$ cat src/hdl/egbm_pkg.sv
// shared types, constants and rounding helpers of the euler gbm path payoff block
package egbm_pkg;

   localparam int VAL_W       = 32;
   localparam int UVAL_W      = 31;
   localparam int COEF_W      = 32;
   localparam int SAMPLE_W    = 16;
   localparam int STEP_W      = 16;
   localparam int HIT_W       = 16;
   localparam int TOT_W       = 32;
   localparam int CSR_IDX_W   = 3;
   localparam int CSR_DATA_W  = 32;
   localparam int MA_W        = 34;
   localparam int MB_W        = 33;
   localparam int PROD_W      = MA_W + MB_W;
   localparam int FRAC_COEF   = 30;
   localparam int FRAC_SAMPLE = 12;
   localparam int A_W         = 34;
   localparam int C_W         = 38;
   localparam int SUM_W       = 40;
   localparam int PAY_W       = 34;
   localparam int MAX_STEPS   = 65535;

   localparam logic [UVAL_W-1:0] START_VALUE_RST = 31'd6553600;
   localparam logic [UVAL_W-1:0] STRIKE_RST      = 31'd6553600;
   localparam logic [COEF_W-1:0] DRIFT_COEF_RST  = 32'd0;
   localparam logic [UVAL_W-1:0] DIFF_COEF_RST   = 31'd21474836;
   localparam logic [STEP_W-1:0] STEPS_RST       = 16'd100;

   localparam logic signed [PROD_W-1:0] HALF_COEF   = PROD_W'(64'd1 << (FRAC_COEF - 1));
   localparam logic signed [PROD_W-1:0] HALF_SAMPLE = PROD_W'(64'd1 << (FRAC_SAMPLE - 1));

   typedef enum logic [CSR_IDX_W-1:0] {
      CSR_START_VALUE    = 3'd0,
      CSR_STRIKE         = 3'd1,
      CSR_DRIFT_COEF     = 3'd2,
      CSR_DIFF_COEF      = 3'd3,
      CSR_STEPS_PER_PATH = 3'd4,
      CSR_OPTION_TYPE    = 3'd5
   } csr_idx_type;

   typedef enum logic [2:0] {
      ST_IDLE,
      ST_MUL_A,
      ST_MUL_B,
      ST_ROUND_B,
      ST_MUL_C,
      ST_UPDATE
   } state_type;

   typedef enum logic [1:0] {
      OP_DRIFT,
      OP_DIFF,
      OP_SAMPLE
   } op_sel_type;

   typedef struct packed {
      logic [UVAL_W-1:0]        start_value;
      logic [UVAL_W-1:0]        strike;
      logic signed [COEF_W-1:0] drift_coef;
      logic [UVAL_W-1:0]        diff_coef;
      logic [STEP_W-1:0]        steps_per_path;
      logic                     option_type;
   } cfg_type;

   typedef struct packed {
      logic       req_ready;
      logic       mul_en;
      op_sel_type op_sel;
      logic       load_a;
      logic       load_b;
      logic       update;
   } ctl_type;

   // round to nearest, ties up, by 2^30
   function automatic logic signed [A_W-1:0] round_coef(input logic signed [PROD_W-1:0] p);
      logic signed [PROD_W-1:0] t;
      t = p + HALF_COEF;
      return t[FRAC_COEF+A_W-1:FRAC_COEF];
   endfunction

   // round to nearest, ties up, by 2^12
   function automatic logic signed [C_W-1:0] round_sample(input logic signed [PROD_W-1:0] p);
      logic signed [PROD_W-1:0] t;
      t = p + HALF_SAMPLE;
      return t[FRAC_SAMPLE+C_W-1:FRAC_SAMPLE];
   endfunction

endpackage

$ cat src/hdl/egbm_mul.sv
// shared signed multiplier with registered product
module egbm_mul import egbm_pkg::*; (
   input  logic                     clock,
   input  logic                     en,
   input  logic signed [MA_W-1:0]   op_a,
   input  logic signed [MB_W-1:0]   op_b,
   output logic signed [PROD_W-1:0] prod
);

   logic signed [PROD_W-1:0] prod_ff, prod_in;

   assign prod_in = PROD_W'(op_a) * PROD_W'(op_b);

   always_ff @(posedge clock) begin
      if (en) begin
         prod_ff <= prod_in;
      end
   end

   assign prod = prod_ff;

endmodule

$ cat config.mk
export PLATFORM = sky130hd
export DESIGN_NAME = egbm_mul
export DESIGN_NICKNAME = d
export VERILOG_FILES = /design/src/hdl/egbm_pkg.sv /design/src/hdl/egbm_mul.sv
export SDC_FILE = /design/constraint.sdc
export NUM_CORES = 2
export LEC_CHECK = 0
export ABC_CLOCK_PERIOD_IN_PS = 11400
export BUFFER_PORTS_ARGS = -buffer_cell sky130_fd_sc_hd__clkbuf_2
export CELL_PAD_IN_SITES_DETAIL_PLACEMENT = 1
export CELL_PAD_IN_SITES_GLOBAL_PLACEMENT = 1
export CORE_ASPECT_RATIO = 1.5
export CORE_MARGIN = 1
export CORE_UTILIZATION = 43
export DETAILED_ROUTE_END_ITERATION = 16
export MAX_ROUTING_LAYER = met4
export PLACE_DENSITY = 0.79
export SYNTH_ARGS = -nofsm -noshare
export SYNTH_HDL_FRONTEND = slang
export SYNTH_SLANG_ARGS = --single-unit
$ cat constraint.sdc
create_clock -name clock -period 11.4 [get_ports clock]
set_clock_uncertainty 0.05 [all_clocks]
set_input_delay 1.14 -clock clock [delete_from_list [all_inputs] [get_ports clock]]
set_output_delay 1.14 -clock clock [all_outputs]
set_load 0.03 [all_outputs]
**Word-level counts from Yosys, hierarchy flattened**

Cells that the tools add are included.

- Flip-flop bits (word level): 67
- Word-level logic and storage cells: 2
- Input bits: 69

- $mul: 1

Operator list:

| cell | number |
|---|---|
| 34-bit by 33-bit multiplier with 67-bit output | 1 |

**Logic depth before layout (Yosys ltp)**

- Depth after elaboration: 1
- Gate-level depth with buffers: 29
- Depth with buffers taken out: 27

**Worst setup path before layout**

No wires, ideal clock.

- Path kind: input -> register
- Start point: input port op_a[33]
- End point: register prod_ff[63] (netlist: prod[63]) (data pin)
- Data required time: 11.092 ns
- Stages: 25
- Path buffers: 2
- Setup slack: 2.748 ns
- Arrival: 8.344 ns
- Cell sequence: clkbuf_1 > nand2_1 > inv_1 > fa_1 > inv_1 > fa_1 > inv_1 > fa_1 > fa_1 > fa_1 > fa_1 > fa_1 > inv_1 > fa_1 > inv_1 > ha_1 > clkbuf_1 > a21o_1 > a21o_1 > a21o_1 > a221o_1 > a21o_1 > a21o_1 > a31oi_1 > xnor2_1

- Cells in the longest elaborated chain, start to end: 1

RTL lines:

| element | RTL line | RTL |
|---|---|---|
| from (decl) | egbm_mul.sv:5 | `input logic signed [MA_W-1:0] op_a,` |
| 34-bit by 33-bit multiplier with 67-bit output | egbm_mul.sv:12 | `assign prod_in = PROD_W'(op_a) * PROD_W'(op_b);` |
| net prod_in[63] | egbm_mul.sv:10 | `logic signed [PROD_W-1:0] prod_ff, prod_in;` |
| to (signal assigned) | egbm_mul.sv:16 | `prod_ff <= prod_in;` |
| to (decl) | egbm_mul.sv:10 |  |

The timed path passes the listed nets, and every way through them passes these cells.
A chain may end at the register's enable or synchronous reset.

**Worst setup path after layout**

Same ends and word-level chain as after synthesis.

==> summary.txt <==
Finish
  • Register Area: 2010 sq um
  • Layout Nets: 5835
  • Fill cells: 11124
  • Commonest non-fill, non-tap cell in the layout: fa_1
  • Area grow syn2layout: 5.00%
  • Most frequent cells in the layout: fa_1, inv_1, nand2_1
  • Share of cells above drive strength 1: 4.73%
  • Max FFs per register: 67
  • Multi-input logic area: 34700 sq um

Global route
  • Global route overflow: 0
  • Vias in the first global route: 36690
  • Total global-route track usage: 30.0%
  • Initial antenna violation count: 5
  • First-pass GRT wire length: 212000 um
  • Largest net degree at the start of global routing: 64

CTS
  • CTS tree: built
  • Clock transition at path regs: 0.06 ns
  • TritonCTS Buffers: 9
  • Clock Root Buffer: clkbuf_16
  • CTS Hold Bufs: 0
  • Worst-case clock buffer depth: 2
  • # clock sinks: 67
  • Setup Fix Bufs, Post-CTS: 0
  • Htree depth: 3
  • # resized after CTS: 0

STA
  • Setup TNS: 0 ns
  • Setup WS post-layout: 1.86 ns
  • Post-Route Hold Slack: 1.01 ns
  • Tcrit/Tclk final: 83.7%
  • Fmax: 0.105 GHz
  • Tmin final: 9.54 ns
  • Worst Tran Pin Value: 1.20 ns
  • Final-report setup violation count: 0
  • Hold Fails Final Rpt: 0
  • Max Slew Vio Count: 0
  • Rel. slew slack: 19.9%
  • RSZ-0062 raised after global routing: false

Die
  • Core ar.: 96900 sq um
  • I/O pin count: 136
  • Die X: 257 um
  • Initial Util: 43.3%
  • Die Height: 385 um
  • Area of the die: 98800 sq um
  • Row cnt: 140

Worst hold path
  • Min-delay src: en
  • Hold crit path type: input pin to register
  • Hold path endpoint: prod[54]
  • Worst hold path depth: 1

Synthesis
  • Post-synth ARST share: 0%
  • Syn nets: 5873
  • Synth Instances: 4409
  • EDFF count, synth: 67
  • Ys Warns: 0
  • Most frequently used flop master after synthesis: edfxtp_1
  • Post-synthesis instance area: 41900 sq um
  • Yosys reg bits: 67
  • Avg Inst Size Synth: 9.51 sq um
  • Post-synthesis cell type count: 59
  • Post-synthesis sequential area ratio: 4.80%

Drt
  • 1st-iter DRT viols: 1506
  • Drt first pass iters: 5
  • # DRC: 0
  • Mean routed wirelength per cell: 24.4 um
  • Post-route ant nets: 0
  • Total number of vias: 30316
  • Post-Route WL: 138000 um
  • Vias per inst: 5.36

Setup path
  • Worst Path Required: 11.45 ns
  • Setup CP Type: input pin to register
  • CP Launch Type: input pin
  • Crit path DAT: 9.60 ns
  • Crit Path Max Fanout: 33
  • Crit end category: register

Place
  • # port buffers: 135
  • Gpl congestion: 0.963
  • HPWL Detailed: 114000 um
  • Pre-CTS setup slack: 1.52 ns

Outcome
  • Outcome: completed

Run
  • Max-capacitance violation count: 0
-- cell families after synthesis --
group / Yosys count / share of synthesized area (%)
adder cells (fa/ha/maj): 1395 / 62.7
XOR/XNOR: 75 / 1.57
multiplexers: 1 / 0.0239
flip-flops: 67 / 4.80
buffers and inverters: 1389 / 12.4
AO/OA/AOI/OAI: 210 / 3.39
AND/OR/NAND/NOR: 1272 / 15.1
-- stage by stage --
stage | std cells | utilization [%] | area [sq um]
2_1_floorplan | 4409 | - | 41900
3_3_place_gp | 5638 | 45.1 | 43700
3_5_place_dp | 5638 | 45.1 | 43700
4_1_cts | 5654 | 45.5 | 44000
5_1_grt | 5657 | 45.5 | 44000
6_report | 5658 | 45.5 | 44000
-- worst max-delay path, stage by stage --
cell      delay, ns
clkbuf_2       0.66
nand2_1        0.19
inv_1          0.17
fa_1           0.52
fa_1           0.66
fa_1           0.71
fa_1           1.33
fa_1           0.60
fa_1           0.52
fa_1           0.51
inv_1          0.05
fa_1           0.48
inv_1          0.04
ha_1           0.40
a21o_1         0.23
a21o_1         0.17
a21o_1         0.18
a221o_1        0.35
a21o_1         0.21
a21o_1         0.18
a31oi_1        0.16
xnor2_1        0.08
-- synthesized netlist by cell type, types with 27 or more instances --
| library cell | count | area [sq um] |
|---|---|---|
| edfxtp_1 | 67 | 2010 |
| o21ai_0 | 27 | 135 |
| clkbuf_1 | 220 | 826 |
| inv_1 | 1162 | 4360 |
| and2_1 | 554 | 3470 |
| a21oi_1 | 72 | 360 |
| xnor2_1 | 57 | 499 |
| ha_1 | 219 | 2740 |
| a21o_1 | 30 | 225 |
| nor2_1 | 60 | 225 |
| nand2_1 | 580 | 2180 |
| fa_1 | 1176 | 23500 |
-- per-layer routing --
metal  up-vias  part of all wire (%)  global-route usage (%)
li1      12456                     -                       -
met1     16269                    31                    27.9
met2      1013                    53                    52.9
met3       578                   4.0                    3.84
met4         0                    12                    28.4
met5         -                     0                       -
-- how the worst max path moves through the flow --
stage / depth (start not counted) / startpoint / to / slack, ns
after global routing: 25 / op_a[33] / prod[63] / 1.36
after CTS: 22 / op_a[33] / prod[63] / 1.89
after global placement: 23 / op_a[33] / prod[64] / 1.68
after detailed placement: 22 / op_a[33] / prod[63] / 1.52
final: 22 / op_a[33] / prod[63] / 1.86
after floorplan: 25 / op_a[33] / prod[63] / 2.75
-- final cells by class --
type / instances / share of cell area (%)
Antenna cell: 4 / 0.0227
Clock buffer: 10 / 0.520
Clock inverter: 6 / 0.256
Inverter: 1163 / 9.91
Multi-Input combinational cell: 2953 / 78.8
Sequential cell: 67 / 4.57
Tap cell: 1278 / 3.63
Timing Repair Buffer: 177 / 2.28
Power is left out: the tool's default activity adds up to more than one toggle a clock period on the data nets, which glitch-free logic cannot reach.
