$ cat src/hdl/egbm_pkg.sv
// shared types, constants and rounding helpers of the euler gbm path payoff block
package egbm_pkg;

   localparam int VAL_W       = 32;
   localparam int UVAL_W      = 31;
   localparam int COEF_W      = 32;
   localparam int SAMPLE_W    = 16;
   localparam int STEP_W      = 16;
   localparam int HIT_W       = 16;
   localparam int TOT_W       = 32;
   localparam int CSR_IDX_W   = 3;
   localparam int CSR_DATA_W  = 32;
   localparam int MA_W        = 34;
   localparam int MB_W        = 33;
   localparam int PROD_W      = MA_W + MB_W;
   localparam int FRAC_COEF   = 30;
   localparam int FRAC_SAMPLE = 12;
   localparam int A_W         = 34;
   localparam int C_W         = 38;
   localparam int SUM_W       = 40;
   localparam int PAY_W       = 34;
   localparam int MAX_STEPS   = 65535;

   localparam logic [UVAL_W-1:0] START_VALUE_RST = 31'd6553600;
   localparam logic [UVAL_W-1:0] STRIKE_RST      = 31'd6553600;
   localparam logic [COEF_W-1:0] DRIFT_COEF_RST  = 32'd0;
   localparam logic [UVAL_W-1:0] DIFF_COEF_RST   = 31'd21474836;
   localparam logic [STEP_W-1:0] STEPS_RST       = 16'd100;

   localparam logic signed [PROD_W-1:0] HALF_COEF   = PROD_W'(64'd1 << (FRAC_COEF - 1));
   localparam logic signed [PROD_W-1:0] HALF_SAMPLE = PROD_W'(64'd1 << (FRAC_SAMPLE - 1));

   typedef enum logic [CSR_IDX_W-1:0] {
      CSR_START_VALUE    = 3'd0,
      CSR_STRIKE         = 3'd1,
      CSR_DRIFT_COEF     = 3'd2,
      CSR_DIFF_COEF      = 3'd3,
      CSR_STEPS_PER_PATH = 3'd4,
      CSR_OPTION_TYPE    = 3'd5
   } csr_idx_type;

   typedef enum logic [2:0] {
      ST_IDLE,
      ST_MUL_A,
      ST_MUL_B,
      ST_ROUND_B,
      ST_MUL_C,
      ST_UPDATE
   } state_type;

   typedef enum logic [1:0] {
      OP_DRIFT,
      OP_DIFF,
      OP_SAMPLE
   } op_sel_type;

   typedef struct packed {
      logic [UVAL_W-1:0]        start_value;
      logic [UVAL_W-1:0]        strike;
      logic signed [COEF_W-1:0] drift_coef;
      logic [UVAL_W-1:0]        diff_coef;
      logic [STEP_W-1:0]        steps_per_path;
      logic                     option_type;
   } cfg_type;

   typedef struct packed {
      logic       req_ready;
      logic       mul_en;
      op_sel_type op_sel;
      logic       load_a;
      logic       load_b;
      logic       update;
   } ctl_type;

   // round to nearest, ties up, by 2^30
   function automatic logic signed [A_W-1:0] round_coef(input logic signed [PROD_W-1:0] p);
      logic signed [PROD_W-1:0] t;
      t = p + HALF_COEF;
      return t[FRAC_COEF+A_W-1:FRAC_COEF];
   endfunction

   // round to nearest, ties up, by 2^12
   function automatic logic signed [C_W-1:0] round_sample(input logic signed [PROD_W-1:0] p);
      logic signed [PROD_W-1:0] t;
      t = p + HALF_SAMPLE;
      return t[FRAC_SAMPLE+C_W-1:FRAC_SAMPLE];
   endfunction

endpackage

$ cat src/hdl/egbm_csr.sv
// configuration register file
module egbm_csr import egbm_pkg::*; (
   input  logic                  clock,
   input  logic                  reset,
   input  logic                  csr_wr_en,
   input  logic [CSR_IDX_W-1:0]  csr_index,
   input  logic [CSR_DATA_W-1:0] csr_wr_data,
   output cfg_type               cfg
);

   cfg_type cfg_ff, cfg_in;

   always_comb begin
      cfg_in = cfg_ff;
      if (csr_wr_en) begin
         unique case (csr_idx_type'(csr_index))
            CSR_START_VALUE:    cfg_in.start_value    = csr_wr_data[UVAL_W-1:0];
            CSR_STRIKE:         cfg_in.strike         = csr_wr_data[UVAL_W-1:0];
            CSR_DRIFT_COEF:     cfg_in.drift_coef     = signed'(csr_wr_data[COEF_W-1:0]);
            CSR_DIFF_COEF:      cfg_in.diff_coef      = csr_wr_data[UVAL_W-1:0];
            CSR_STEPS_PER_PATH: cfg_in.steps_per_path = csr_wr_data[STEP_W-1:0];
            CSR_OPTION_TYPE:    cfg_in.option_type    = csr_wr_data[0];
            default:            cfg_in = cfg_ff;
         endcase
      end
   end

   always_ff @(posedge clock) begin
      if (reset) begin
         cfg_ff.start_value    <= START_VALUE_RST;
         cfg_ff.strike         <= STRIKE_RST;
         cfg_ff.drift_coef     <= DRIFT_COEF_RST;
         cfg_ff.diff_coef      <= DIFF_COEF_RST;
         cfg_ff.steps_per_path <= STEPS_RST;
         cfg_ff.option_type    <= 1'b0;
      end else begin
         cfg_ff <= cfg_in;
      end
   end

   assign cfg = cfg_ff;

endmodule

$ cat config.mk
export PLATFORM = sky130hd
export DESIGN_NAME = egbm_csr
export DESIGN_NICKNAME = d
export VERILOG_FILES = /design/src/hdl/egbm_pkg.sv /design/src/hdl/egbm_csr.sv
export SDC_FILE = /design/constraint.sdc
export NUM_CORES = 1
export LEC_CHECK = 0
export ABC_AREA = 1
export BUFFER_PORTS_ARGS = -buffer_cell sky130_fd_sc_hd__buf_2
export CORE_ASPECT_RATIO = 0.5
export CORE_MARGIN = 3
export CORE_UTILIZATION = 54
export CTS_CLUSTER_SIZE = 40
export DETAILED_ROUTE_END_ITERATION = 12
export HOLD_SLACK_MARGIN = 0.15
export PLACE_DENSITY = 0.93
export SLEW_MARGIN = 20
export SYNTH_ARGS = -nofsm -noshare
export SYNTH_HDL_FRONTEND = slang
export SYNTH_SLANG_ARGS = --single-unit
$ cat constraint.sdc
create_clock -name clock -period 1.8 [get_ports clock]
set_input_delay 0.18 -clock clock [delete_from_list [all_inputs] [get_ports clock]]
set_output_delay 0.18 -clock clock [all_outputs]
set_load 0.02 [all_outputs]
Yosys cells after proc, flatten, opt, wreduce, memory -nomap -nowiden
Cells that the tools add are included.
{"block": "op_classes", "eq_ne": 5, "n_reduce_logical": 7}
{"cell": "AND reduction 2 bit", "count": 6}
{"cell": "== test 3 x 2 -> 1 bit, second input constant", "count": 2}
{"cell": "== test 3 bit, second input constant", "count": 2}
{"cell": "== test 3 x 1 -> 1 bit, second input constant", "count": 1}
{"cell": "zero test 3 bit", "count": 1}
{"block": "word_totals", "out_inout_bits": 142, "in_bits": 38, "regBits": 142, "elab_cells": 18}

Longest topological paths before layout
{"block": "depth", "depth_word": 2, "ltp_mapped": 7, "mapped_depth_nobuf": 5}

Worst setup path before layout
OpenSTA, ideal clock, no wires.
{"block": "synth_path", "kind": "input to register", "startpoint": "input csr_wr_en", "endpoint": "register cfg_ff, in the netlist cfg[120]", "arrival_ns": 0.817, "t_required_ns": 1.687, "cell_stages": 7, "n_path_buf": 2, "slack_ns": 0.871, "setup_ns": 0.113, "cell_sequence": "inv_1 nor2_1 buf_2 buf_2 nand3_1 nand2_1 nor2_1"}
{"block": "synth_between", "elab_chain_len": 1}
{"element": "from (decl)", "line_no": "egbm_csr.sv:5", "text": "input logic csr_wr_en,"}
{"element": "AND reduction 2 bit (no source line)"}
{"element": "to (signal assigned)", "line_no": "egbm_csr.sv:37", "text": "cfg_ff <= cfg_in;"}
{"element": "to (decl)", "line_no": "egbm_csr.sv:11", "text": "cfg_type cfg_ff, cfg_in;"}
No other way between the ends.
A chain may end at the register's enable or synchronous reset.

Worst setup path in the final report
{"block": "layout_path", "startpoint": "register cfg_ff, in the netlist cfg[57]", "endpoint": "output cfg[57] (netlist bit)"}
{"element": "to (decl)", "line_no": "egbm_csr.sv:8", "text": "output cfg_type cfg"}
No word-level cell between the ends.

==> results.md <==
- Outcome: completed
- Largest net degree at the start of global routing: 44
- Power share of the clock group: 46.9%
- Post-synthesis register bit count: 142
- Wirelength per Cell: 15.9 um
- Max stage delay on crit path: 370 ps
- Fillers: 700
- Die Span Y: 78.0 um
- Rel. slew slack: 63.6%
- Clock skew: 0 ps
- Hold-fix buffers, CTS: 21
- Vias in the first global route: 5741
- Dpl cell area: 0.00659 sq mm
- Net count, final: 1021
- Crit-path cells: buf_2
- Worst Tran Pin Value: 545 ps
- Mean area per synthesized cell: 6.99 sq um
- Combinational group share of total power: 11.2%
- Longest Clk Path Bufs: 2
- Drt via density: 5.39
- Antenna violations before repair: 0
- Clock Pin Slew Worst Setup and Hold Paths: 60 ps
- Placed cell count: 1078
- Final max-slew violation count: 0
- Core area: 0.00976 sq mm
- Yosys Warn Count: 0
- Power Dens Cells: 1070 mW/mm^2
- TritonCTS Buffers: 17
- Fin crit share: 63.8%
- Number of max-cap violations: 0
- Fmax: 870 MHz
- Commonest non-fill, non-tap cell in the layout: nor2_1
- Mapped Nets: 839
- Internal: 5.93 mW
- PortBufs: 179
- Multi-input gate area: 0.00234 sq mm
- Yosys cell types: 15
- Area Overhead vs Synth: 32.6%
- Critical Path Sink Type: output pin
- Hold Crit Class: in2reg
- CP Class: reg2out
- RSZ-0062 raised after global routing: false
- Crit-path slowest cell: dfxtp_1
- Die area: 0.0117 sq mm
- Cell count after synthesis: 801
- Gpl congestion: 0.859
- Switch Pwr: 1.99 mW
- Remaining antenna violation count: 0
- CP max FO: 2
- Aggregate global-route resource usage: 30.4%
- Io pins: 180
- Post-CTS Setup Inserts: 0
- Storage cell area: 0.00284 sq mm
- Vias: 6101
- Post-DP HPWL: 11400 um
- Drt total wl: 18000 um
- Die X-Extent: 150 um
- Final Hold Viols: 0
- TritonCTS Sinks: 142
- Design Area, Final: 0.00742 sq mm
- DRC Markers: 0
- Ant diodes: 0
- Site row count: 25
- Iter 0 DRT Violations: 685
- Gates resized, CTS repair: 0
- Required time of the critical path: 1620 ps
- Leakage power: 3.74 nW
- Tmin final: 1150 ps
- Most frequent cells in the layout: 241 x nor2_1, 179 x buf_2, 173 x nand2_1, 142 x nand3_1, 142 x dfxtp_1
- Sequential Power Share: 41.9%
- Worst skew pair latency: 410 ps
- Worst Path Buf+Inv: 1
- Initial core utilization: 57.3%
- H-tree depth: 4
- Sw Ratio: 25.1%
- Critical Path AT: 970 ps
- Total gr overflow: 0
- Drt pass-1 iters: 6
- Post-synthesis sequential area ratio: 50.8%
- Final setup vio count: 0
- CTS tree: built
- Synth Cell Area: 0.00560 sq mm
- Layout Cells excl Fill: 1131
- Critical path's top delay family: flip-flops
- Worst vdd ir: 651 uV
- TNS Setup: 0 ps
- Max reg flops: 142
- Clock Root Buffer: clkbuf_16
- CP Launch Type: flop
- Fraction of layout cells with a size suffix above 1: 24.0%
- First-pass GRT wire length: 28300 um
## logic make-up (layout without fill, tap and decap cells)
kind of cell | after synthesis | after routing | synth area share, %
simple gates | 565 | 565 | 41.5
flops | 142 | 142 | 50.8
buf+inv | 93 | 288 | 7.65
compound gates | 1 | 1 | 0.0893
## metal layers
layer  share of wire, %  global-route usage [%]
met3                 11                    7.76
met4                4.5                    16.9
met5                  0                       0
met1                 38                    36.6
met2                 47                    50.0
## through the flow
step,hold WS (ps),utilization [%],power [mW],setup slack [ps]
2_1_floorplan,293,-,3.91,871
4_1_cts,155,76.0,7.90,659
3_3_place_gp,406,67.5,4.17,569
6_report,155,76.0,7.91,651
3_5_place_dp,417,67.5,4.20,494
5_1_grt,199,76.0,8.15,620
## synthesized netlist by cell type, drive strengths merged
cell type	number	area share (%)
nor2	250	17
a21oi	1	0.089
buf	48	4.6
nand2	173	12
clkbuf	6	0.47
dfxtp	142	51
nand3	142	13
inv	39	2.6
## final timing paths
path | start | endpoint | slack, ps | depth (start not counted)
worst max-delay path | cfg[57]$_SDFFE_PP0P_ | cfg[57] | 650 | 1
worst min-delay path | csr_wr_data[28] | cfg[139]$_SDFFE_PP0P_ | 160 | 5
worst max register to register | cfg[58]$_SDFFE_PP0P_ | cfg[58]$_SDFFE_PP0P_ | 1130 | 2
worst min register to register | cfg[39]$_SDFFE_PP1P_ | cfg[39]$_SDFFE_PP1P_ | 460 | 2
## worst min-delay path, delay by kind of cell
family / cells / cell delay, ps
and+or+nand+nor: 3 / 210
buffers and inverters: 2 / 150
## layout make-up
| class | instances | area share, % |
|---|---|---|
| inverters | 39 | 2.01 |
| well taps | 135 | 2.28 |
| flip-flops and latches | 142 | 38.3 |
| repair buffers | 217 | 17.5 |
| clock buffers | 20 | 6.15 |
| clock inverters | 12 | 2.24 |
| multi-input cells | 566 | 31.5 |
## power groups by stage
stage	clock network (mW)	logic [mW]	registers, mW
finish	3.72	0.882	3.32
global route	3.87	0.955	3.33
CTS	3.72	0.867	3.31
detailed placement	0	0.822	3.38
global placement	0	0.798	3.38
floorplan	0	0.397	3.51
No activity file was read; power rests on OpenSTA's default activity.
