==> src/hdl/egbm_pkg.sv <==
// shared types, constants and rounding helpers of the euler gbm path payoff block
package egbm_pkg;

   localparam int VAL_W       = 32;
   localparam int UVAL_W      = 31;
   localparam int COEF_W      = 32;
   localparam int SAMPLE_W    = 16;
   localparam int STEP_W      = 16;
   localparam int HIT_W       = 16;
   localparam int TOT_W       = 32;
   localparam int CSR_IDX_W   = 3;
   localparam int CSR_DATA_W  = 32;
   localparam int MA_W        = 34;
   localparam int MB_W        = 33;
   localparam int PROD_W      = MA_W + MB_W;
   localparam int FRAC_COEF   = 30;
   localparam int FRAC_SAMPLE = 12;
   localparam int A_W         = 34;
   localparam int C_W         = 38;
   localparam int SUM_W       = 40;
   localparam int PAY_W       = 34;
   localparam int MAX_STEPS   = 65535;

   localparam logic [UVAL_W-1:0] START_VALUE_RST = 31'd6553600;
   localparam logic [UVAL_W-1:0] STRIKE_RST      = 31'd6553600;
   localparam logic [COEF_W-1:0] DRIFT_COEF_RST  = 32'd0;
   localparam logic [UVAL_W-1:0] DIFF_COEF_RST   = 31'd21474836;
   localparam logic [STEP_W-1:0] STEPS_RST       = 16'd100;

   localparam logic signed [PROD_W-1:0] HALF_COEF   = PROD_W'(64'd1 << (FRAC_COEF - 1));
   localparam logic signed [PROD_W-1:0] HALF_SAMPLE = PROD_W'(64'd1 << (FRAC_SAMPLE - 1));

   typedef enum logic [CSR_IDX_W-1:0] {
      CSR_START_VALUE    = 3'd0,
      CSR_STRIKE         = 3'd1,
      CSR_DRIFT_COEF     = 3'd2,
      CSR_DIFF_COEF      = 3'd3,
      CSR_STEPS_PER_PATH = 3'd4,
      CSR_OPTION_TYPE    = 3'd5
   } csr_idx_type;

   typedef enum logic [2:0] {
      ST_IDLE,
      ST_MUL_A,
      ST_MUL_B,
      ST_ROUND_B,
      ST_MUL_C,
      ST_UPDATE
   } state_type;

   typedef enum logic [1:0] {
      OP_DRIFT,
      OP_DIFF,
      OP_SAMPLE
   } op_sel_type;

   typedef struct packed {
      logic [UVAL_W-1:0]        start_value;
      logic [UVAL_W-1:0]        strike;
      logic signed [COEF_W-1:0] drift_coef;
      logic [UVAL_W-1:0]        diff_coef;
      logic [STEP_W-1:0]        steps_per_path;
      logic                     option_type;
   } cfg_type;

   typedef struct packed {
      logic       req_ready;
      logic       mul_en;
      op_sel_type op_sel;
      logic       load_a;
      logic       load_b;
      logic       update;
   } ctl_type;

   // round to nearest, ties up, by 2^30
   function automatic logic signed [A_W-1:0] round_coef(input logic signed [PROD_W-1:0] p);
      logic signed [PROD_W-1:0] t;
      t = p + HALF_COEF;
      return t[FRAC_COEF+A_W-1:FRAC_COEF];
   endfunction

   // round to nearest, ties up, by 2^12
   function automatic logic signed [C_W-1:0] round_sample(input logic signed [PROD_W-1:0] p);
      logic signed [PROD_W-1:0] t;
      t = p + HALF_SAMPLE;
      return t[FRAC_SAMPLE+C_W-1:FRAC_SAMPLE];
   endfunction

endpackage

==> src/hdl/egbm_ctrl.sv <==
// step sequencer driving the shared multiplier
module egbm_ctrl import egbm_pkg::*; (
   input  logic    clock,
   input  logic    reset,
   input  logic    req_valid,
   input  logic    update_go,
   output ctl_type ctl
);

   state_type state_ff, state_in;

   always_ff @(posedge clock) begin
      if (reset) begin
         state_ff <= ST_IDLE;
      end else begin
         state_ff <= state_in;
      end
   end

   always_comb begin
      state_in      = state_ff;
      ctl.req_ready = 1'b0;
      ctl.mul_en    = 1'b0;
      ctl.op_sel    = OP_DRIFT;
      ctl.load_a    = 1'b0;
      ctl.load_b    = 1'b0;
      ctl.update    = 1'b0;
      unique case (state_ff)
         ST_IDLE: begin
            ctl.req_ready = 1'b1;
            if (req_valid) begin
               state_in = ST_MUL_A;
            end
         end
         ST_MUL_A: begin
            ctl.mul_en = 1'b1;
            ctl.op_sel = OP_DRIFT;
            state_in   = ST_MUL_B;
         end
         ST_MUL_B: begin
            ctl.mul_en = 1'b1;
            ctl.op_sel = OP_DIFF;
            ctl.load_a = 1'b1;
            state_in   = ST_ROUND_B;
         end
         ST_ROUND_B: begin
            ctl.load_b = 1'b1;
            state_in   = ST_MUL_C;
         end
         ST_MUL_C: begin
            ctl.mul_en = 1'b1;
            ctl.op_sel = OP_SAMPLE;
            state_in   = ST_UPDATE;
         end
         ST_UPDATE: begin
            ctl.update = 1'b1;
            // wait here while this step ends a path and a finished path still sits untaken in the output register
            if (update_go) begin
               state_in = ST_IDLE;
            end
         end
         default: state_in = ST_IDLE;
      endcase
   end

endmodule

==> config.mk <==
export PLATFORM = sky130hd
export DESIGN_NAME = egbm_ctrl
export DESIGN_NICKNAME = d
export VERILOG_FILES = /design/src/hdl/egbm_pkg.sv /design/src/hdl/egbm_ctrl.sv
export SDC_FILE = /design/constraint.sdc
export NUM_CORES = 1
export LEC_CHECK = 0
export ABC_AREA = 1
export ABC_CLOCK_PERIOD_IN_PS = 1400
export BUFFER_PORTS_ARGS = -buffer_cell sky130_fd_sc_hd__clkbuf_2
export CORE_AREA = 4 4 41 43
export DETAILED_ROUTE_END_ITERATION = 6
export DIE_AREA = 0 0 45 47
export PLACE_DENSITY = 0.43
export SYNTH_ARGS = -nofsm -noshare
export SYNTH_HDL_FRONTEND = slang
export SYNTH_SLANG_ARGS = --single-unit
==> constraint.sdc <==
create_clock -name clock -period 1.4 [get_ports clock]
set_clock_uncertainty 0.1 [all_clocks]
set_input_delay 0.21 -clock clock [delete_from_list [all_inputs] [get_ports clock]]
set_output_delay 0.21 -clock clock [all_outputs]
set_load 0.005 [all_outputs]
# --- Word-level counts from Yosys, hierarchy flattened ---
# Index checks and enable logic that the tools add are counted.
totals:
  register_bits: 3
  input_bits: 4
  out_inout_bits: 7
  wordCells: 18
classes:
  n_eq_ne: 7
  n_mux: 8
  reduce_logical: 2
op_table:
  columns: ["operator", "count"]
  rows:
  - ["$pmux W3 S6", 1]
  - ["$pmux W3 S3", 1]
  - ["$eq A3 B2 Y1 const B", 2]
  - ["$eq A3 B3 Y1 const B", 2]
  - ["$mux W3", 2]
  - ["$mux W1", 4]
  - ["$ne A2 B2 Y1 const B", 2]
  - ["$eq A3 B1 Y1 const B", 1]
  - ["$logic_not A3 Y1", 1]
  - ["$reduce_and A2 Y1", 1]

# --- Logic depth before layout (Yosys ltp) ---
# Gate-level depths: netlist of run 1.
logic_depth:
  ltp_word: 3
  ltp_mapped: 5
  mapped_depth_nobuf: 4

# --- Worst setup path after synthesis of run 1 ---
# Ideal clock, no wire load.
synth_path:
  path_kind: "register to output"
  from: "register state_ff[0]"
  to: "output ctl[5] (netlist name)"
  t_arrival_ns: 0.698
  required_time_ns: 1.090
  path_slack_ns: 0.392
  path_stages_with_launch: 6
  n_path_buf: 1
  cell_sequence: "dfxtp_1 buf_6 nor2_2 inv_2 nand2_1 o21ai_1"
synth_lines:
  columns: ["item", "line_no", "rtl"]
  rows:
  - ["start, declared", "egbm_ctrl.sv:10", "state_type state_ff, state_in;"]
  - ["start signal, assigned", "egbm_ctrl.sv:16", "state_ff <= state_in;"]
  - ["end, declared", "egbm_ctrl.sv:7", "output ctl_type ctl"]

==> reports/results.ini, run 1 <==
[sta]
rsz0062_at_grt=no
setup_violations=0
slew_violations=0
hold_viol=0
min_period_over_period_pct=95.47
max_freq_mhz=748.1
finalSetupTns_ps=0
min_period_ps=1337
slew_headroom_pct=89.26
worst-slew-pin-transition_ps=159.8

[route]
drt_iter0_markers=0
via_count=218
postRouteAntennaNets=0
drcViolationCount=0
avgRoutedWirePerCell_um=8.491
drt_first_pass_iters=1
wirelength_um=484
via_per_inst=3.825

[yosys]
synth_nets=34
syn_area_um2=195.2
postSynthCellCount=30
ys_seq_elements=3
yosysUniqueCellTypes=12
syn_area_per_cell_um2=6.506
yosys_warnings=0
synth_seq_area_share_pct=30.77

[grt]
antenna_found_initial=0
gr-max-usage-layer=met2
track_usage_pct=5.292
grt_pass1_vias=199
grt_use_met3_pct=3.448
grt_pass1_wl_um=759
grt_max_degree=9
met2_usage_pct=7.627
grt_util_met1_pct=5.000
overflow=0

[finish]
multi_input_area_um2=98.84
num_antenna_cells=0
largestRegisters=state_ff: 3 flops
seqCellArea_um2=66.31
regMostFlops=state_ff
syn2layout_area_growth_pct=42.95
final_nets=47
largest_reg_flops=3
layout.cells.non_filler=57
drive_gt1_share_pct=47.62
fillers=172

[setup_path]
cp-end-kind=output pin
path_cells=nor2_4, inv_2, nand2_1, o21ai_1, clkbuf_2
timing.reg2reg.worst_path_depth=4
worstPathMaxFanout=7
rrSetupSlack_ps=450
worst-setup-path-type=reg2out
cp_data_arrival_time_ps=1030
crit_required_ps=1090
worstSetupStartpointType=register
r2r_end=state_ff[0]
worstSetupStartpoint=state_ff[1]
cp_slowest_cell=dfxtp_2
timing.rr.start=state_ff[1]
max_stage_delay_ps=400

[power_and_ir_drop]
irDropWorstVdd_v=0.0003756
power_density_nw_per_um2=1295
p_leak_nw=0.1428

[run]
drv_cap=0

[cts]
numCtsBuffers=3
cts_max_level=1
clock_path_buffers=2
cts.sinks=3
worstSkewPairLatency_ps=240
holdBufCountCts=0
clk_pin_slew_worst_paths_ps=40
postCtsSetupRepairBufs=0
cts_root_buf=clkbuf_4
cts_tree=built

[worst_hold_path]
min_from=reset
hold_class=in2reg
hold_path_depth=2
hold-path-endpoint=state_ff[1]

[floorplanning]
initial_utilization_pct=15.00
fp.dieH_um=47
core_um2=1301
die_area_um2=2115
die_w_um=45
row_count=13
ios=11

[placed_design]
place_inst=53
io_buffers=10
place.gp.congestion=0.7061

[run_status]
status=finished clean

==> cells in the mapped netlist <==
library cell  n  area share, %
a21oi_1       4             10
buf_6         2             12
dfxtp_1       3             31
inv_1         3            5.8
inv_2         2            3.8
nand2_1       2            3.8
nand2_2       1            3.2
nand3_1       3            7.7
nor2_1        5            9.6
nor2_2        1            3.2
nor3_1        3            7.7
o21ai_1       1            2.6
==> cell families (layout without fill, tap and decap cells) <==
kind of cell / Yosys count / after routing / share of synthesized area [%]
AOI/OAI and AO/OA: 5 / 5 / 12.82
and+or+nand+nor: 15 / 15 / 35.26
buffers and inverters: 7 / 19 / 21.15
DFF: 3 / 3 / 30.77
==> report_power, final <==
part	internal, W	total [W]	switching (W)
Clock	0.000107	0.000156	0.0000493
Sequential	0.0000979	0.000120	0.0000225
Combinational	0.0000407	0.0000844	0.0000437
Total	0.000246	0.000361	0.000115
==> layout by cell type, fill, tap and decap left out <==
master    synthesis  final
o21ai_1           1      1
clkbuf_4          0      3
nor3_1            3      3
clkbuf_1          0      1
a21oi_1           4      4
nand3_1           3      3
dfxtp_4           0      1
clkbuf_2          0     10
nor2_4            0      1
nand2_2           1      1
nor2_1            5      5
dfxtp_2           0      2
inv_1             3      3
nand2_1           2      2
inv_2             2      2
==> cell type report <==
type	count	area share (%)
clock buffers	4	9.417
inverters	5	6.726
multi-input cells	20	35.43
flip-flops and latches	3	23.77
well taps	15	6.726
repair buffers	10	17.94
==> how the worst max path moves through the flow <==
stage	to	slack (ps)	depth (start not counted)
floorplan	ctl[5]	390	5
global placement	ctl[5]	210	5
CTS	ctl[5]	3	3
finish	ctl[5]	60	5
detailed placement	ctl[5]	190	5
global route	ctl[5]	0.5	5
==> through the flow <==
| step | instance area (um^2) | total power (W) | hold slack [ps] | util [%] | setup WS (ps) |
|---|---|---|---|---|---|
| 2_1_floorplan | 195.2 | 0.0001740 | 179.1 | - | 391.9 |
| 3_3_place_gp | 241.5 | 0.0001996 | 314.8 | 18.56 | 211.4 |
| 3_5_place_dp | 241.5 | 0.0002004 | 312.9 | 18.56 | 193.7 |
| 4_1_cts | 270.3 | 0.0003639 | 51.91 | 20.77 | 3.041 |
| 5_1_grt | 279.0 | 0.0003874 | 77.31 | 21.44 | 0.5131 |
| 6_report | 279.0 | 0.0003612 | 60.37 | 21.44 | 63.35 |
==> repair_timing <==
item                       4_1_cts  5_1_grt
setup endpoints to repair        1        3
hold endpoints to repair         0        0
resized for setup                2        3
==> worst max-delay path: cells and delay by family, from the launching register on <==
family	cells	cell delay, ps
AOI/OAI and AO/OA	1	80
buffers and inverters	2	190
DFF	1	400
and+or+nand+nor	2	120
==> per-layer routing <==
layer	share of wire, %	vias up
met5	0	-
met4	0	0
met3	11	0
met2	43	11
met1	47	88
li1	-	119
Power figures use the tool's default switching activity.
==> inputs of run 2 (changes only) <==
Settings changed: ABC_AREA 1 to default, CAP_MARGIN from default to 20, CTS_BUF_LIST from default to sky130_fd_sc_hd__clkbuf_4, PLACE_DENSITY 0.43 to 0.44.
==> reports/results.ini, run 2 <==
[run_status]
status=finished clean

[sta]
finalSetupTns_ps=0
min_period_ps=1317
slew_headroom_pct=82.35
setup_violations=0
max_freq_mhz=759.1
rsz0062_at_grt=no
slew_violations=0
min_period_over_period_pct=94.09
hold_viol=0
worst-slew-pin-transition_ps=264.2

[placed_design]
place.gp.congestion=0.6973
place_hpwl_um=367.5
place_inst=50
io_buffers=10

[floorplanning]
die_area_um2=2115
core_um2=1301
row_count=13
die_w_um=45
ios=11
initial_utilization_pct=15.77
fp.dieH_um=47

[cts]
cts_root_buf=clkbuf_4
cts_resized=2
clk_pin_slew_worst_paths_ps=40
worstSkewPairLatency_ps=230
postCtsSetupRepairBufs=0
cts_tree=built
holdBufCountCts=0
numCtsBuffers=3
cts.sinks=3
clock_path_buffers=2
cts_max_level=1

[yosys]
synth_common_cells=nor3_1, dfxtp_1, nor2_1
syn_area_um2=205.2
yosys.area_share.simple_pct=31.10
yosysUniqueCellTypes=14
synthAdderAreaFrac_pct=0
synth_top_family_by_area=simple AND/OR/NAND/NOR gates
synth_top_area_share_pct=29.27
synth_compound_area_share_pct=16.46
synth_edf_count=0
synth_top_cell_by_area=dfxtp_1
synthXorXnorAreaFrac_pct=8.537
synth_most_common_cell=nor3_1
ys_seq_elements=3
dominantRegCellSynth=dfxtp_1
postSynthCellCount=25
syn_area_per_cell_um2=8.208
synthTopCellsByArea=dfxtp_1, nor3_1, buf_6
synth_seq_area_share_pct=29.27
synth_nets=29
synthArstFlopShare_pct=0
yosys_warnings=0
synth.area.mux_share_pct=0

[setup_path]
worstSetupStartpointType=register
max_stage_delay_ps=370
crit_required_ps=1090
cp_slowest_cell=dfxtp_4
worstSetupStartpoint=state_ff[2]
worstPathMaxFanout=11
cp_data_arrival_time_ps=1010
cp-end-kind=output pin
path_cells=buf_4, nor3_1, buf_2
worst-setup-path-type=reg2out
timing.rr.start=state_ff[2]

[power_and_ir_drop]
irDropWorstVdd_v=0.0005500
clock_power_share_pct=45.3
power_density_nw_per_um2=1238
p_comb_share_pct=24.7
p_leak_nw=0.1410
seqPwrFrac_pct=30.0
intPower_w=0.0002751
p_sw_w=0.0001090
switching_share_pct=28.38

[grt]
grt_pass1_vias=164
grt_use_met3_pct=3.448
met2_usage_pct=5.085
grt_pass1_wl_um=738
grt_max_degree=12
overflow=0
track_usage_pct=5.288
antenna_found_initial=0
grt_util_met1_pct=7.710
gr-max-usage-layer=met1

[route]
drt_first_pass_iters=2
drcViolationCount=0
drt_iter0_markers=2
avgRoutedWirePerCell_um=9.407
via_count=204
via_per_inst=3.778
wirelength_um=508
postRouteAntennaNets=0

[finish]
seqCellArea_um2=68.82
drive_gt1_share_pct=58.97
fillers=151
multi_input_area_um2=120.1
layout.cells.non_filler=54
syn2layout_area_growth_pct=51.22
final_nets=44
regMostFlops=state_ff
final_common_cell=clkbuf_2
num_antenna_cells=0
largestRegisters=state_ff: 3 flops
largest_reg_flops=3
final_cell_mix=clkbuf_2, nor3_1, clkbuf_4

[worst_hold_path]
min_from=reset
hold_class=in2reg

[run]
drv_cap=0

-- run 2: cell types whose count changed in the layout (fill, tap and decap cells not counted), moves of 2 or more --
cell	change
nand3_1	-3
buf_4	+2
nor2_1	-2
xnor2_1	+2
a21oi_1	-3
inv_1	-2
-- run 2: final cells by class --
cell class,instances,area share [%]
inverter,2,2.419
multi-input combinational,18,38.71
tap,15,6.048
sequential,3,22.18
timing repair buffer,12,20.97
clock buffer,4,9.677
-- run 2: power groups by stage --
stage               sequential [W]  combinational (W)  clock, W
floorplan                 0.000106          0.0000669         0
global placement          0.000114          0.0000941         0
detailed placement        0.000113          0.0000940         0
CTS                       0.000113          0.0000944  0.000186
global route              0.000117           0.000107  0.000196
finish                    0.000115          0.0000950  0.000174
-- run 2: kinds of logic after synthesis --
group / after synthesis
buffers and inverters: 4
flip-flops: 3
XOR/XNOR: 2
AO/OA/AOI/OAI: 4
AND/OR/NAND/NOR: 12
-- run 2: worst max-delay path, delay by kind of cell, from the launching register on --
| kind | cells | cell delay, ps |
|---|---|---|
| DFF | 1 | 370 |
| buffers and inverters | 2 | 290 |
| and+or+nand+nor | 1 | 110 |
-- run 2: final timing paths --
path,endpoint,slack (ps),depth (start not counted)
worst max-delay path,ctl[6],80,3
worst min-delay path,state_ff[1],80,2
worst max register to register,state_ff[0],320,2
worst min register to register,state_ff[1],490,2
-- run 2: per-layer routing --
metal  part of all wire, %  wire length, um
met5                     0                0
met2                    35              177
met4                     0                0
met3                   8.1               41
met1                    57              289
-- run 2: stage by stage --
stage	hold WS (ps)	area [um^2]	util, %	setup slack (ps)	total power, W
global route	70.90	310.3	23.85	7.708	0.0004195
finish	81.07	310.3	23.85	82.70	0.0003842
global placement	326.0	266.5	20.48	179.4	0.0002082
CTS	75.59	299.0	22.98	5.121	0.0003935
floorplan	182.4	205.2	-	329.7	0.0001728
detailed placement	329.6	266.5	20.48	197.5	0.0002075
==> inputs of run 3 (changes only) <==
Settings changed: REMOVE_ABC_BUFFERS from default to 1.
==> reports/results.ini, run 3 (same netlist as run 2, synthesis figures left out) <==
[setup_path]
cp-end-kind=output pin
cp_slowest_cell=dfxtp_1
crit_family=flip-flops
worstPathMaxFanout=5
crit_required_ps=1090
worstSetupStartpoint=state_ff[1]
worst-setup-path-type=reg2out
path_cells=buf_4, nor3_1, clkbuf_2
cp.depth=3
max_stage_delay_ps=310
crit_buf_inv=2
timing.rr.start=state_ff[2]
cp_data_arrival_time_ps=1020
timing.reg2reg.worst_path_depth=3
worstSetupStartpointType=register

[finish]
largestRegisters=state_ff: 3 flops
seqCellArea_um2=67.56
final_common_cell=clkbuf_2
regMostFlops=state_ff
drive_gt1_share_pct=52.63
final_cell_mix=clkbuf_2, nor3_1, clkbuf_4
postLayoutCoreUtil_pct=23.17
fillers=154
final_nets=43
num_antenna_cells=0
largest_reg_flops=3
syn2layout_area_growth_pct=46.95
multi_input_area_um2=120.1

[sta]
min_period_over_period_pct=94.74
slew_headroom_pct=83.73
hold_viol=0
max_freq_mhz=754.0
finalSetupTns_ps=0
min_period_ps=1326
worst-slew-pin-transition_ps=243.6
rsz0062_at_grt=no
slew_violations=0
setup_violations=0

[route]
wirelength_um=468
drt_first_pass_iters=1
postRouteAntennaNets=0
drt_iter0_markers=0
via_per_inst=3.906
avgRoutedWirePerCell_um=8.830
via_count=207
drcViolationCount=0

[grt]
grt_max_degree=14
grt_use_met3_pct=2.682
gr-max-usage-layer=met2
grt_util_met1_pct=5.455
grt_pass1_vias=194
antenna_found_initial=0
track_usage_pct=5.608
overflow=0
met2_usage_pct=7.910
grt_pass1_wl_um=807

[placed_design]
place_hpwl_um=349.6
io_buffers=10
place.gp.congestion=0.5761

[worst_hold_path]
hold_class=in2reg
min_from=reset
hold_path_depth=2

[cts]
worstSkewPairLatency_ps=230
cts_root_buf=clkbuf_4
cts_tree=built
numCtsBuffers=3
cts_max_level=1
clock_path_buffers=2
postCtsSetupRepairBufs=0
cts.sinks=3
clk_pin_slew_worst_paths_ps=40

[floorplanning]
die_w_um=45
row_count=13
die_area_um2=2115
core_um2=1301
ios=11
fp.dieH_um=47
initial_utilization_pct=15.77

[power_and_ir_drop]
power_density_nw_per_um2=1238
p_leak_nw=0.1386
irDropWorstVdd_v=0.0001951

[run_status]
status=finished clean

[run]
drv_cap=0

## run 3: final cells by class
class	count	area share, %
Sequential cell	3	22.41
Tap cell	15	6.224
Multi-Input combinational cell	18	39.83
Inverter	2	2.490
Timing Repair Buffer	11	19.09
Clock buffer	4	9.959
## run 3: metal layers
layer	share of wire, %	vias up
met5	0	-
met3	9.2	0
met1	45	89
met2	46	5
met4	0	0
li1	-	113
## run 3: worst paths after layout
path	slack, ps	to
hold / removal	80	state_ff[2]
hold reg to reg	430	state_ff[1]
setup reg to reg	350	state_ff[2]
setup / recovery	70	ctl[6]
## run 3: report_power, final
group / leakage (nW) / total (W) / internal [W] / switching [W]
Combinational: 0.0941 / 0.0000924 / 0.0000501 / 0.0000423
Clock: 0.0184 / 0.000169 / 0.000126 / 0.0000426
Sequential: 0.0260 / 0.000112 / 0.0000949 / 0.0000174
## run 3: what timing repair did
action                     CTS  global route
gates resized for setup      2             3
hold buffers                 0             0
setup endpoints to repair    4             2
## run 3: worst reg2reg max path: cells and delay by family, from the launching register on
family	cells	cell delay [ps]
AO/OA/AOI/OAI	1	140
flip-flops	1	410
AND/OR/NAND/NOR	2	280
## run 3: through the flow
step           power (W)  std cells  hold WS (ps)  worst slack, ps  area [um^2]
6_report       0.0003732         53         81.72            73.67        301.5
5_1_grt        0.0003996         53         92.16            6.614        301.5
4_1_cts        0.0003839         53         79.02            36.63        291.5
3_5_place_dp   0.0002061         49         331.2            145.3        259.0
3_3_place_gp   0.0002057         49         329.0            131.2        259.0
2_1_floorplan  0.0001627         23         182.4            266.5        182.7
